**src/rtl/core/gdc_ram.sv**
```systemverilog
`timescale 1ns / 1ps
`default_nettype none
// ----------------------------------------------------------------------------
// gdc_ram
// Generic single write port, single read port RAM with registered read.
// ----------------------------------------------------------------------------
module gdc_ram #(
  parameter int WIDTH = 8,
  parameter int DEPTH = 16,
  parameter int AW    = (DEPTH > 1) ? $clog2(DEPTH) : 1
) (
  input  wire logic             clk_i,
  input  wire logic             we_i,
  input  wire logic [AW-1:0]    waddr_i,
  input  wire logic [WIDTH-1:0] wdata_i,
  input  wire logic [AW-1:0]    raddr_i,
  output logic      [WIDTH-1:0] rdata_o
);

  logic [WIDTH-1:0] mem_q [DEPTH];

  always_ff @(posedge clk_i) begin
    if (we_i) begin
      mem_q[waddr_i] <= wdata_i;
    end
    rdata_o <= mem_q[raddr_i];
  end

endmodule
`default_nettype wire

```
**config.mk**
```make
export PLATFORM = sky130hd
export DESIGN_NAME = gdc_ram
export DESIGN_NICKNAME = d
export VERILOG_FILES = /design/src/rtl/core/gdc_ram.sv
export SDC_FILE = /design/constraint.sdc
export NUM_CORES = 1
export LEC_CHECK = 0
export BUFFER_PORTS_ARGS = -buffer_cell sky130_fd_sc_hd__buf_2
export CAP_MARGIN = 20
export CORE_MARGIN = 2
export CORE_UTILIZATION = 34
export CTS_BUF_LIST = sky130_fd_sc_hd__clkbuf_8
export DETAILED_ROUTE_END_ITERATION = 10
export HOLD_SLACK_MARGIN = 0.06
export PLACE_DENSITY = 0.52
export SLEW_MARGIN = 10
export SYNTH_ARGS = -nofsm -noshare
export SYNTH_HDL_FRONTEND = slang
export SYNTH_SLANG_ARGS = --single-unit
export TNS_END_PERCENT = 30
```
**constraint.sdc**
```tcl
create_clock -name clk_i -period 2.2 [get_ports clk_i]
set_input_delay 0.11 -clock clk_i [delete_from_list [all_inputs] [get_ports clk_i]]
set_output_delay 0.11 -clock clk_i [all_outputs]
set_load 0.005 [all_outputs]
```
==> summary.md <==
| Metric | Value |
|---|---|
| Outcome | completed |
| Num ports | 26 |
| Die Area | between 0.015 and 0.02 sq mm |
| Drt first pass iters | 4 |
| Largest family of logic cells by synthesized area | multiplexers |
| Fin area | 0.005982 sq mm |
| CP arrival | about 1.7 ns |
| Post-Synth Adder-Cell Area | 0% |
| Post-Synthesis Net Count | about 250 |
| Final Wtd Congestion | 0.7234 |
| TNS Setup | 0 ns |
| Total GRT Usage | between 10% and 20% |
| FMAX | between 600 and 700 MHz |
| Synth Area in Simple Gates | under 10% |
| Clock Path Buffers | 2 |
| Pwr Density | 833.6 mW/mm^2 |
| CTS tree | yes |
| Total gr overflow | 0 |
| Xor/xnor cell area share of the yosys netlist | 0% |
| Via density | between 4 and 5 |
| Tmin final | 1.440 ns |
| CP max stage delay | between 0.5 and 0.6 ns |
| Die Height | between 100 and 150 um |
| Worst path slowest cell | mux4_1 |
| Avg Inst Size Synth | 22.48 sq um |
| Area added between synthesis and finish | 16.21% |
| Relative slew slack | a little over half |
| Clk root buf | clkbuf_8 |
| Worst R2R Path Depth | 3 |
| Hold path endpoint | mem_q[2][7] |
| Sequential-to-total area share from yosys stat | 77.78% |
| Crit path kind | flip-flop to flip-flop |
| Synth unique cells | 19 |
| CP Max Fanout | 1 |
| Static Leak | between 0.002 and 0.0025 uW |
| Area post-placement | about 0.0056 sq mm |
| Critical path capture point type | flip-flop |
| Worst r2r dst | rdata_o[2] |
| Setup Fix Bufs, Post-CTS | 0 |
| FF+latch count, synth | about 140 |
| Critical Path Source Type | flip-flop |
| Final ANT Viol Nets | 0 |
| Max H-tree Level | 4 |
| DR vias | ~2400 |
| Worst Path Buf+Inv | 0 |
| Max-Cap Viols | 0 |
| Final Skew | between 0.008 and 0.009 ns |
| Post-DR wirelength/cell | between 20 and 25 um |
| Rows | 44 |
| Origin of the critical flop-to-flop path | mem_q[9][2] |
| Initial antenna violation count | 0 |
| Unrepaired setup endpoints after global routing | false |
| First-pass GRT wire length | about 16000 um |
| Ys Warns | 0 |
| Cell count after synthesis | roughly 230 |
| HPWL after DPL | around 6800 um |
| Critical Path, Cell by Cell | mux4_1 > a22oi_1 > nand2_1 |
| Nets | between 300 and 400 |
| Hold Path Cell Cnt | 1 |
| Ant diodes | 0 |
| Layout cell share with drive strength beyond 1 | 29.33% |
| Final hold slack | around 0.095 ns |
| Largest net degree at the start of global routing | 23 |
| Synthesized area | between 0.005 and 0.006 sq mm |
| Final Hold Fails | 0 |
| Iteration-0 DRC Markers | between 150 and 200 |
| Die X | approximately 130 um |
| Setup-failing EPs final | 0 |
| Min-delay worst type | primary input to flip-flop |
| Clock sink count | approximately 140 |
| Final period utilization | 65.44% |
| Peak VDD IR | about 0.45 mV |
| Starting Density | 35.15% |
| Synth Area in Compound Gates | 2.333% |
| Inst Count DP | around 450 |
| DRC Markers | 0 |
| Worst Max-Slew Pin Slew | 0.7016 ns |
| Hold Startpoint | wdata_i[7] |
| Post-synthesis mux area share | 15.02% |
| Max-slew violation count | 0 |
| Reg clk slew, reported paths | 0.07 ns |
| Finished Layout Cells | about 480 |
| Clock Latency Late Sink | roughly 0.42 ns |
| R2R setup slack | roughly 0.76 ns |
| Port Buffers | 25 |
| Total routed wirelength | around 11000 um |
| Data required, critical path | approximately 2.5 ns |
| TritonCTS Buffers | 17 |
| Kind of cell adding the most delay to the critical path | multiplexers |
| Core ar. | approximately 0.015 sq mm |
| Vias in the first global route | about 2500 |
-- layout make-up --
cell class | count | area, sq um
Clock inverter | 12 | 75.07
Multi-Input combinational cell | 83 | 1057
Timing Repair Buffer | 49 | 340.3
Clock buffer | 20 | 275.3
Sequential cell | 136 | 4004
Fill cell | 1299 | 8662
Tap cell | 184 | 230.2
-- state kept, by name, summed over array words and instances (netlist names) --
name     flops
rdata_o      8
mem_q      128
-- worst max path at each step --
| stage | startpoint | endpoint | cells after the start |
|---|---|---|---|
| final | mem_q[9][2] | rdata_o[2] | 3 |
| after global routing | mem_q[8][2] | rdata_o[2] | 3 |
| after CTS | mem_q[9][2] | rdata_o[2] | 3 |
| after detailed placement | raddr_i[0] | rdata_o[2] | 5 |
| after global placement | raddr_i[0] | rdata_o[2] | 5 |
| after floorplan | waddr_i[2] | mem_q[0][0] | 2 |
-- cell usage after synthesis, drive strengths merged --
library cell	count	area share (%)
a22oi	16	2.3
and2	1	0.12
and2b	1	0.15
buf	7	1.1
clkdlybuf4s25	3	0.58
dfxtp	8	3.1
edfxtp	128	75
mux4	32	15
nand2	9	0.66
nand2b	2	0.24
nand3	1	0.097
nand3b	2	0.29
nor2	13	0.95
nor2b	1	0.12
nor3	4	0.39
or3b	1	0.17
-- kinds of logic after synthesis --
group,Yosys count
mux,32
compound gates,16
flops,136
simple gates,35
buf+inv,10
-- power by group --
group          leakage [uW]  internal, uW  switching, uW
logic              0.000602           122            156
clock network      0.000212           944            851
registers           0.00122          2890           18.3
-- metal layers --
layer | routed length (um) | vias up | track usage [%] | share of wire (%)
met5 | 0 | - | 0 | 0
met1 | 5197 | 1254 | 21.37 | 49
met2 | 4708 | 70 | 19.86 | 45
li1 | - | 1086 | - | -
met3 | 530 | 9 | 4.397 | 5.0
met4 | 88 | 0 | 4.266 | 0.84
-- stage by stage --
step	total power [uW]	utilization [%]	worst slack, ns
floorplan	3111	-	0.5971
global placement	3246	38.18	0.5334
detailed placement	3251	38.18	0.5155
CTS	5052	40.85	0.7388
global route	5185	40.85	0.7427
finish	4987	40.85	0.7603
-- layout by cell type, fill, tap and decap left out --
cell type,netlist,final
nand3_1,1,1
clkinv_2,0,3
edfxtp_1,128,128
nand2b_1,2,2
mux4_2,18,18
buf_2,3,25
and2b_1,1,1
dlygate4sd3_1,0,4
buf_4,1,18
bufinv_16,0,1
nand2_1,9,9
mux4_1,14,14
inv_1,0,8
buf_12,0,2
nor2_1,13,13
a22oi_1,16,16
nor3_1,4,4
or3b_2,1,1
and2_1,1,1
dfxtp_1,8,8
nor2b_1,1,1
clkbuf_8,0,20
nand3b_1,2,2
-- repair_timing --
action	in CTS	in global routing
hold endpoints to repair	53	0
resized for setup	0	0
hold buffers	4	0
(Power assumes the default switching activity.)
