## src/rtl/core/gdc_div.sv

```systemverilog
`timescale 1ns / 1ps
`default_nettype none
// ----------------------------------------------------------------------------
// gdc_div
// Restoring divider, one quotient bit per cycle.
// ----------------------------------------------------------------------------
module gdc_div #(
  parameter int DVD_W = 34,
  parameter int DVS_W = 13
) (
  input  wire logic             clk_i,
  input  wire logic             rst_ni,
  input  wire logic             start_i,
  input  wire logic [DVD_W-1:0] dividend_i,
  input  wire logic [DVS_W-1:0] divisor_i,
  output logic                  done_o,
  output logic      [DVD_W-1:0] quotient_o
);

  localparam int CNT_W = $clog2(DVD_W + 1);

  logic [DVD_W-1:0] quo_q;
  logic [DVS_W-1:0] rem_q;
  logic [DVS_W-1:0] dvs_q;
  logic [CNT_W-1:0] cnt_q;
  logic             busy_q;
  logic             done_q;
  logic [DVS_W:0]   trial;
  logic             fits;

  assign trial = {rem_q, quo_q[DVD_W-1]};
  assign fits  = (trial >= {1'b0, dvs_q});

  always_ff @(posedge clk_i or negedge rst_ni) begin
    if (!rst_ni) begin
      busy_q <= 1'b0;
      done_q <= 1'b0;
      cnt_q  <= '0;
    end else begin
      done_q <= 1'b0;
      if (start_i) begin
        busy_q <= 1'b1;
        cnt_q  <= CNT_W'(DVD_W);
      end else if (busy_q) begin
        cnt_q <= cnt_q - CNT_W'(1);
        if (cnt_q == CNT_W'(1)) begin
          busy_q <= 1'b0;
          done_q <= 1'b1;
        end
      end
    end
  end

  always_ff @(posedge clk_i) begin
    if (start_i) begin
      quo_q <= dividend_i;
      rem_q <= '0;
      dvs_q <= divisor_i;
    end else if (busy_q) begin
      quo_q <= {quo_q[DVD_W-2:0], fits};
      rem_q <= fits ? DVS_W'(trial - {1'b0, dvs_q}) : trial[DVS_W-1:0];
    end
  end

  assign done_o     = done_q;
  assign quotient_o = quo_q;

endmodule
`default_nettype wire

```

## config.mk

```make
export PLATFORM = sky130hd
export DESIGN_NAME = gdc_div
export DESIGN_NICKNAME = d
export VERILOG_FILES = /design/src/rtl/core/gdc_div.sv
export SDC_FILE = /design/constraint.sdc
export NUM_CORES = 1
export LEC_CHECK = 0
export BUFFER_PORTS_ARGS = -buffer_cell sky130_fd_sc_hd__buf_2
export CAP_MARGIN = 10
export CORE_ASPECT_RATIO = 1.25
export CORE_MARGIN = 3
export CORE_UTILIZATION = 35
export CTS_BUF_LIST = sky130_fd_sc_hd__clkbuf_4
export DETAILED_ROUTE_END_ITERATION = 7
export GPL_TIMING_DRIVEN = 1
export PLACE_DENSITY_LB_ADDON = 0.2
export SYNTH_ARGS = -nofsm -noshare
export SYNTH_HDL_FRONTEND = slang
export SYNTH_SLANG_ARGS = --single-unit
```

## constraint.sdc

```tcl
create_clock -name clk_i -period 2.77 [get_ports clk_i]
set_input_delay 0.277 -clock clk_i [delete_from_list [all_inputs] [get_ports clk_i]]
set_output_delay 0.277 -clock clk_i [all_outputs]
set_load 0.005 [all_outputs]
```

==> out/metrics.json, run 1 <==
{
  "edff_count_synth": 47,
  "clk_latency_ps": 430,
  "pwr_density_cell_nw_per_um2": 513,
  "grt_start_max_net_pins": 54,
  "wl_mm": 7.49,
  "cts_tree": "built",
  "i_o_pin_count": 85,
  "grt_util_all_layers": 0.145,
  "slew_violations": 0,
  "wire_per_inst_um": 14.2,
  "maxSlewHeadroom": 0.548,
  "core-area_sq_um": 9660,
  "area_growth_syn_to_layout_pct": 23.4,
  "synth_top_cell_by_area": "sky130_fd_sc_hd__edfxtp_1",
  "finish.cell_count_without_fillers": 527,
  "r2r-start": "quotient_o[33]",
  "hold_path.class": "primary input to flip-flop",
  "end_kind": "flip-flop",
  "initial_standard_cell_utilization_of_the_core": 0.360,
  "drtIter0Drc": 123,
  "ant_nets": 0,
  "post_synth_instance_area_sq_um": 3480,
  "fin_tns_setup_ps": 0,
  "synth.yosys.seq_area_share": 0.538,
  "chipHeight_um": 117,
  "final_area_sq_um": 4290,
  "top_reg_cell_synth": "sky130_fd_sc_hd__edfxtp_1",
  "finalCriticalPeriod_ps": 2600,
  "drt_pass1_iterations": 4,
  "antenna_found_initial": 0,
  "clock_tree.root_cell": "sky130_fd_sc_hd__clkbuf_4",
  "synthCells": 295,
  "drc": 0,
  "share_of_flip_flops_with_an_asynchronous_set_or_reset_after_synthesis": 0.118,
  "ir_worst_vdd_v": 0.000263,
  "synth_cell_type_count": 43,
  "critPathCapture": "rem_q[10]",
  "design.final.nets": 462,
  "cts_num_sinks": 68,
  "hold_viol": 0,
  "fp.dieArea_sq_um": 11200,
  "timing.rr.end": "rem_q[10]",
  "synth_fp_nets": 361,
  "synth_area_leaders": "sky130_fd_sc_hd__edfxtp_1, sky130_fd_sc_hd__mux2_2, sky130_fd_sc_hd__dfxtp_1, sky130_fd_sc_hd__dfrtp_1, sky130_fd_sc_hd__ha_1",
  "cp.required_ps": 3110,
  "outcome": "finished, final reports clean",
  "globalRoute.totalOverflow": 0,
  "placement.cell_area_sq_um": 4050,
  "port-buffer-count": 84,
  "power_leakage_uw": 0.00185,
  "timing.reg2reg.setup_slack_ps": 170,
  "antenna_cells_inserted": 0,
  "number_of_h_tree_levels": 3,
  "place_hpwl_mm": 5.38,
  "grt_pass1_wl_mm": 12.6,
  "tightestPinTransition_ps": 668,
  "fin_crit_sh": 0.939,
  "place_inst": 498,
  "grt_pass1_vias": 2650,
  "drive_gt1_frac": 0.369,
  "cp_max_fo": 4,
  "place_congestion": 0.766,
  "setup.worst_path.class": "flip-flop to flip-flop",
  "r2r.worst_path.cells": 11,
  "die_w_um": 95.2,
  "fmax_mhz": 384,
  "clkSlewWorstSetupHoldPaths_ps": 120,
  "worst-endpoint-arrival_ps": 2940,
  "crit_path_launch": "quotient_o[33]",
  "synth_top_area_share": 0.406,
  "ys_warn_count": 0,
  "cts_buffers": 9,
  "fp-row-count": 40,
  "syn_area_per_cell_sq_um": 11.8,
  "max_cap_viol_count": 0,
  "vias": 2573,
  "setup_clock_skew_after_layout_ps": 12.8,
  "synth_seq_cells": 68,
  "cp-start-kind": "flip-flop",
  "clk_path_buf_depth": 2,
  "setup_viol": 0,
  "post_drt_via_cell_ratio": 4.88
}
## worst max-delay path, cell delays in order, from the launching register on
cell                       delay (ps)
sky130_fd_sc_hd__edfxtp_1         410
sky130_fd_sc_hd__inv_1             70
sky130_fd_sc_hd__ha_1             150
sky130_fd_sc_hd__inv_1             50
sky130_fd_sc_hd__fa_1             390
sky130_fd_sc_hd__a21o_1           210
sky130_fd_sc_hd__a311oi_2         310
sky130_fd_sc_hd__buf_4            180
sky130_fd_sc_hd__o211ai_1          90
sky130_fd_sc_hd__nor2b_1          160
sky130_fd_sc_hd__xor2_1           150
sky130_fd_sc_hd__a311o_1          340
## metrics by stage
stage	hold WS, ps	utilization	power [uW]	worst slack (ps)
after global placement	132	0.419	1650	116
after CTS	1.85	0.443	2230	41.8
final	27.2	0.445	2200	168
after global routing	7.33	0.445	2330	-3.92
after floorplan	-18.6	-	1490	23.2
after detailed placement	131	0.419	1660	54.1
## timing repair
action | 4_1_cts | 5_1_grt
endpoints found under the setup margin | 0 | 13
gates resized for setup | 0 | 3
hold buffers | 12 | 0
buffers inserted | 0 | 1
hold endpoints to repair | 19 | 0
## state kept, by name (all words and copies together), names as in the netlist
name / flops
quotient_o: 34
dvs_q: 13
rem_q: 13
cnt_q: 6
busy_q: 1
done_o: 1
## report_power, final
part	internal, uW	switching, uW	total, uW
Combinational	214	192	406
Clock	179	378	557
Sequential	1190	50.6	1240
## cells in the final DEF (no fill, tap or decap), drive strengths merged, types with 3 or more instances in the layout
cell,Yosys,routed
o21ai,6,6
mux2i,3,3
clkinv,0,4
a311oi,10,10
a211oi,3,3
nor2b,3,3
edfxtp,47,47
dfxtp,13,13
dfrtp,8,8
nand2,30,30
o211ai,4,4
a21oi,11,11
a21o,3,3
nand2b,7,7
mux2,35,35
ha,15,15
inv,19,20
nand4,3,3
clkbuf,6,9
nor2,24,24
buf,7,91
xor2,5,5
xnor2,7,7
nor3,4,4
dlygate4sd3,0,12
## per-layer routing
metal	global-route usage	wire, um	vias up
met1	0.173	3140	1212
met4	0.0812	242	0
met5	0	0	-
met3	0.0416	422	13
met2	0.230	3690	60
li1	-	-	1288
## how the worst min path moves through the flow
stage	cells past startpoint	slack, ps	to	startpoint
final	1	30	dvs_q[6]	divisor_i[6]
after global placement	1	130	done_o	rst_ni
after detailed placement	1	130	cnt_q[3]	rst_ni
after global routing	1	7	dvs_q[8]	divisor_i[8]
after floorplan	0	-20	busy_q	rst_ni
after CTS	1	2	dvs_q[6]	divisor_i[6]
## Yosys cell counts, types with 2 or more instances
master	instances
sky130_fd_sc_hd__a211oi_1	3
sky130_fd_sc_hd__a21o_1	3
sky130_fd_sc_hd__a21oi_1	11
sky130_fd_sc_hd__a311o_1	2
sky130_fd_sc_hd__a311oi_1	9
sky130_fd_sc_hd__and2_1	2
sky130_fd_sc_hd__buf_1	5
sky130_fd_sc_hd__buf_6	2
sky130_fd_sc_hd__clkbuf_1	6
sky130_fd_sc_hd__dfrtp_1	8
sky130_fd_sc_hd__dfxtp_1	13
sky130_fd_sc_hd__edfxtp_1	47
sky130_fd_sc_hd__ha_1	15
sky130_fd_sc_hd__inv_1	19
sky130_fd_sc_hd__mux2_2	35
sky130_fd_sc_hd__mux2i_1	3
sky130_fd_sc_hd__nand2_1	30
sky130_fd_sc_hd__nand2b_1	7
sky130_fd_sc_hd__nand4_1	3
sky130_fd_sc_hd__nor2_1	24
sky130_fd_sc_hd__nor2b_1	3
sky130_fd_sc_hd__nor3_1	4
sky130_fd_sc_hd__nor3b_1	2
sky130_fd_sc_hd__o2111ai_1	2
sky130_fd_sc_hd__o211ai_1	4
sky130_fd_sc_hd__o21a_1	2
sky130_fd_sc_hd__o21ai_0	3
sky130_fd_sc_hd__o21ai_1	3
sky130_fd_sc_hd__xnor2_1	7
sky130_fd_sc_hd__xor2_1	5
## layout make-up
cell class | count | area (sq um)
tap | 126 | 158
timing repair buffer | 103 | 606
clock buffer | 9 | 67.6
clock inverter | 7 | 42.5
sequential | 68 | 1870
fill | 935 | 5370
multi-input combinational | 195 | 1480
inverter | 19 | 71.3
## kinds of logic (layout without fill, tap and decap cells)
family / Yosys count / in the layout / share of synthesized area
AOI/OAI and AO/OA: 49 / 49 / 0.106
xor gates and xnor gates: 12 / 12 / 0.0302
adders and majority gates: 16 / 16 / 0.0597
buffers and inverters: 32 / 138 / 0.0388
DFF: 68 / 68 / 0.538
muxes: 38 / 38 / 0.122
and+or+nand+nor: 80 / 80 / 0.106
(Power assumes the default switching activity.)
==> inputs of run 2 (changes only) <==
CELL_PAD_IN_SITES_DETAIL_PLACEMENT = 0   (was unset)
CELL_PAD_IN_SITES_GLOBAL_PLACEMENT = 1   (was unset)
==> out/metrics.json, run 2 (same netlist as run 1, synthesis figures left out) <==
{
  "ant_nets": 0,
  "initial_standard_cell_utilization_of_the_core": 0.360,
  "wl_mm": 7.54,
  "cp_common_cell": "sky130_fd_sc_hd__inv_1",
  "cts_buffers": 9,
  "leading_cell_types_in_the_layout_fill_and_taps_excluded": "sky130_fd_sc_hd__buf_2, sky130_fd_sc_hd__edfxtp_1, sky130_fd_sc_hd__mux2_2, sky130_fd_sc_hd__nand2_1, sky130_fd_sc_hd__nor2_1",
  "p_clk_frac": 0.280,
  "drt_pass1_iterations": 4,
  "number_of_h_tree_levels": 3,
  "proportion_of_power_drawn_by_combinational_gates": 0.174,
  "place_inst": 502,
  "worst_hold_slack_ps": 38.9,
  "clk_latency_ps": 410,
  "setup_clock_skew_after_layout_ps": 9.83,
  "drc": 0,
  "port-buffer-count": 84,
  "tightestPinTransition_ps": 727,
  "switching_power_uw": 608,
  "die_w_um": 95.2,
  "hold_path.class": "primary input to flip-flop",
  "cts_tree": "built",
  "cp_max_fo": 4,
  "ir_worst_vdd_v": 0.000359,
  "worst-endpoint-arrival_ps": 2910,
  "pwr_density_cell_nw_per_um2": 530,
  "final_common_cell": "sky130_fd_sc_hd__buf_2",
  "clk_path_buf_depth": 2,
  "cpPeakStageDelay_ps": 430,
  "drive_gt1_frac": 0.378,
  "fin_tns_setup_ps": 0,
  "fp-row-count": 40,
  "post-route-util": 0.444,
  "clkSlewWorstSetupHoldPaths_ps": 120,
  "vias": 2568,
  "finish.cell_count_without_fillers": 526,
  "place_hpwl_mm": 5.51,
  "cts_num_sinks": 68,
  "rsz0062_at_grt": "false",
  "antenna_cells_inserted": 0,
  "cp.required_ps": 3080,
  "slew_violations": 0,
  "drtIter0Drc": 100,
  "chipHeight_um": 117,
  "whs_path_depth": 1,
  "grt_pass1_wl_mm": 12.6,
  "hold_viol": 0,
  "setup_viol": 0,
  "worst_path_dominant_cell_family": "compound AO/OA/AOI/OAI gates",
  "r2r-start": "quotient_o[33]",
  "r2r.worst_path.cells": 11,
  "design.final.nets": 461,
  "area_growth_syn_to_layout_pct": 23.4,
  "fmax_mhz": 385,
  "globalRoute.totalOverflow": 0,
  "fin_crit_sh": 0.937,
  "seq_area_sq_um": 1870,
  "seq_power_share": 0.546,
  "cp_cell_sequence": "inv_1 -> ha_1 -> inv_1 -> fa_1 -> a21o_1 -> a311oi_2 -> buf_4 -> o211ai_1 -> nor2b_1 -> xor2_1 -> a311o_1",
  "max_cap_viol_count": 0,
  "outcome": "finished, final reports clean",
  "switching_share": 0.267,
  "cp-start-kind": "flip-flop",
  "layout.filler_cells": 910,
  "finalCriticalPeriod_ps": 2600,
  "setup.worst_path.class": "flip-flop to flip-flop",
  "fp.dieArea_sq_um": 11200,
  "totalPowerFinal_uw": 2270,
  "crit_path_launch": "quotient_o[33]",
  "antenna_found_initial": 0,
  "largest_reg_flops": 34,
  "grt_util_all_layers": 0.145,
  "end_kind": "flip-flop",
  "power.internal_uw": 1670,
  "place_congestion": 0.763,
  "critical_path_cell_count": 11,
  "grt_pass1_vias": 2634,
  "number_of_buffers_and_inverters_on_the_critical_path": 3,
  "multi_input_comb_area_sq_um": 1480,
  "maxSlewHeadroom": 0.515,
  "i_o_pin_count": 85,
  "power_leakage_uw": 0.00186,
  "timing.hold.worst.start": "divisor_i[5]",
  "core-area_sq_um": 9660,
  "clock_tree.root_cell": "sky130_fd_sc_hd__clkbuf_4",
  "wire_per_inst_um": 14.3,
  "grt_start_max_net_pins": 35,
  "critPathSlowestCell": "sky130_fd_sc_hd__edfxtp_1",
  "post_drt_via_cell_ratio": 4.88
}
-- run 2: through the flow --
stage          cell area [sq um]  setup WS (ps)
2_1_floorplan               3480           23.2
3_3_place_gp                4070            203
3_5_place_dp                4070            126
4_1_cts                     4260           84.3
5_1_grt                     4290           4.13
6_report                    4290            173
-- run 2: final timing paths --
path | to | slack, ps
max in group asynchronous | done_o | 2390
worst min register to register | rem_q[4] | 510
worst max-delay path | rem_q[10] | 170
worst max register to register | rem_q[10] | 170
min in group asynchronous | cnt_q[3] | 210
worst min-delay path | dvs_q[5] | 40
-- run 2: metal layers --
| metal | part of all wire | track usage |
|---|---|---|
| met2 | 0.48 | 0.226 |
| met4 | 0.015 | 0.0569 |
| met3 | 0.063 | 0.0499 |
| met1 | 0.44 | 0.182 |
| met5 | 0 | 0 |
-- run 2: worst reg2reg max path, cell delays in order, from the launching register on --
cell and delay [ps]:
sky130_fd_sc_hd__edfxtp_1 430, sky130_fd_sc_hd__inv_1 80, sky130_fd_sc_hd__ha_1 150, sky130_fd_sc_hd__inv_1 50, sky130_fd_sc_hd__fa_1 390, sky130_fd_sc_hd__a21o_1 220, sky130_fd_sc_hd__a311oi_2 280, sky130_fd_sc_hd__buf_4 180
sky130_fd_sc_hd__o211ai_1 80, sky130_fd_sc_hd__nor2b_1 150, sky130_fd_sc_hd__xor2_1 150, sky130_fd_sc_hd__a311o_1 340
-- run 2: cell type report --
class | count | share of cell area
clock inverters | 7 | 0.0157
flip-flops and latches | 68 | 0.436
inverters | 19 | 0.0166
well taps | 126 | 0.0367
clock buffers | 9 | 0.0157
repair buffers | 102 | 0.134
multi-input cells | 195 | 0.345
-- run 2: power groups by stage --
stage	registers [uW]	clock network [uW]	logic, uW
2_1_floorplan	1260	0	235
3_3_place_gp	1260	0	389
3_5_place_dp	1260	0	391
4_1_cts	1240	664	398
5_1_grt	1260	707	443
6_report	1240	638	395
-- run 2: what timing repair did --
item	in CTS	in global routing
endpoints found under the setup margin	0	6
hold buffers	6	2
gates resized for setup	0	2
buffers inserted	0	0
endpoints found under the hold margin	13	2
==> inputs of run 3 (changes only) <==
RECOVER_POWER = 50   (was unset)
==> out/metrics.json, run 3 (same netlist as run 1, synthesis figures left out) <==
{
  "outcome": "complete, but fails checks",
  "violations_in_the_final_reports": "capacitance limit, slew limit",
  "post_drt_via_cell_ratio": 4.90,
  "post_cts_buffers": 0,
  "setup.worst_path.class": "flip-flop to flip-flop",
  "initial_standard_cell_utilization_of_the_core": 0.360,
  "drc": 0,
  "antenna_cells_inserted": 0,
  "fin_tns_setup_ps": 0,
  "number_of_h_tree_levels": 3,
  "clock_tree.root_cell": "sky130_fd_sc_hd__clkbuf_4",
  "place_congestion": 0.763,
  "clk_path_buf_depth": 2,
  "globalRoute.totalOverflow": 0,
  "cts_num_sinks": 68,
  "fp.dieArea_sq_um": 11200,
  "cp_max_fo": 4,
  "rsz0062_at_grt": "false",
  "setup_viol": 0,
  "drt_pass1_iterations": 4,
  "final_common_cell": "sky130_fd_sc_hd__buf_2",
  "i_o_pin_count": 85,
  "slew_violations": 35,
  "design.final.nets": 461,
  "cp-start-kind": "flip-flop",
  "ant_nets": 0,
  "cts_buffers": 9,
  "hold_viol": 0,
  "port-buffer-count": 84,
  "seq_area_sq_um": 1870,
  "multi_input_comb_area_sq_um": 1480,
  "critPathSlowestCell": "sky130_fd_sc_hd__edfxtp_1",
  "wire_per_inst_um": 14.3,
  "max_cap_viol_count": 1,
  "layout.filler_cells": 919,
  "area_growth_syn_to_layout_pct": 22.8,
  "cpPeakStageDelay_ps": 430,
  "grt_pass1_vias": 2634,
  "drtIter0Drc": 91,
  "finalCriticalPeriod_ps": 2600,
  "clk_latency_ps": 410,
  "antenna_found_initial": 0,
  "clkSlewWorstSetupHoldPaths_ps": 120,
  "ir_worst_vdd_v": 0.000362,
  "pwr_density_cell_nw_per_um2": 531,
  "fin_crit_sh": 0.937,
  "post-route-util": 0.442,
  "maxSlewHeadroom": -0.157,
  "setup_clock_skew_after_layout_ps": 10.5,
  "totalPowerFinal_uw": 2270,
  "cts_tree": "built",
  "drive_gt1_frac": 0.350,
  "core-area_sq_um": 9660,
  "end_kind": "flip-flop",
  "power_leakage_uw": 0.00182,
  "hold_path.class": "primary input to flip-flop",
  "vias": 2575,
  "place_hpwl_mm": 5.51,
  "cp_cell_sequence": "inv_1 -> ha_1 -> inv_1 -> fa_1 -> a21o_1 -> a311oi_2 -> buf_4 -> o211ai_1 -> nor2b_1 -> xor2_1 -> a311o_1",
  "fp-row-count": 40,
  "grt_start_max_net_pins": 35,
  "chipHeight_um": 117,
  "largest_reg_flops": 34,
  "grt_util_all_layers": 0.145,
  "grt_pass1_wl_mm": 12.6,
  "tightestPinTransition_ps": 1740,
  "fmax_mhz": 385,
  "worst-endpoint-arrival_ps": 2910,
  "leading_cell_types_in_the_layout_fill_and_taps_excluded": "sky130_fd_sc_hd__buf_2, sky130_fd_sc_hd__edfxtp_1, sky130_fd_sc_hd__mux2_2, sky130_fd_sc_hd__nand2_1, sky130_fd_sc_hd__nor2_1",
  "wl_mm": 7.54,
  "die_w_um": 95.2,
  "cp_common_cell": "sky130_fd_sc_hd__inv_1",
  "cp.required_ps": 3080
}
==> run 3: cell count changes in the layout (fill, tap and decap cells not counted), sizes merged <==
cell    delta
clkbuf    +12
buf       -12
==> run 3: worst paths after layout <==
path | end | depth (start not counted) | slack (ps) | start
max | rem_q[10] | 11 | 170 | quotient_o[33]
min | dvs_q[11] | 1 | 40 | divisor_i[11]
max reg2reg | rem_q[10] | 11 | 170 | quotient_o[33]
min reg2reg | rem_q[4] | 2 | 500 | rem_q[3]
max in group asynchronous | done_o | 2 | 2160 | rst_ni
min in group asynchronous | cnt_q[3] | 2 | 290 | rst_ni
==> run 3: repair_timing <==
| item | in CTS | in global routing |
|---|---|---|
| resized for setup | 0 | 2 |
| setup endpoints to repair | 0 | 6 |
| hold buffers | 6 | 2 |
| hold endpoints to repair | 13 | 2 |
==> run 3: area by class of cell <==
class	count	area share
flip-flops and latches	68	0.438
multi-input cells	195	0.347
repair buffers	102	0.130
well taps	126	0.0369
inverters	19	0.0167
clock buffers	9	0.0158
clock inverters	7	0.0158
==> run 3: routing by layer <==
metal  track usage  share of wire  vias up
li1              -              -     1279
met1         0.182           0.43     1213
met2         0.226           0.48       74
met3        0.0499          0.068        9
met4        0.0569          0.017        0
met5             0              0        -
==> run 3: through the flow <==
| step | instance area (sq um) | hold slack (ps) | std cells | setup slack [ps] |
|---|---|---|---|---|
| final | 4270 | 39.0 | 526 | 173 |
| after floorplan | 3480 | -18.6 | 295 | 23.2 |
| after global placement | 4070 | 135 | 502 | 203 |
| after CTS | 4260 | 0.0893 | 524 | 84.3 |
| after global routing | 4270 | 0.872 | 526 | 4.14 |
| after detailed placement | 4070 | 135 | 502 | 126 |
==> run 3: critical path: cells and delay by family, from the launching register on <==
| kind | cells | cell delay, ps |
|---|---|---|
| AO/OA/AOI/OAI | 4 | 920 |
| XOR/XNOR | 1 | 150 |
| adder cells (fa/ha/maj) | 2 | 540 |
| buffers and inverters | 3 | 310 |
| flip-flops | 1 | 430 |
| AND/OR/NAND/NOR | 1 | 150 |
==> run 3: report_power, final <==
| part | leakage [uW] | internal (uW) | switching [uW] |
|---|---|---|---|
| clock | 0.0000693 | 270 | 368 |
| combinational | 0.00106 | 203 | 188 |
| sequential | 0.000690 | 1190 | 53.2 |
| total | 0.00182 | 1660 | 609 |
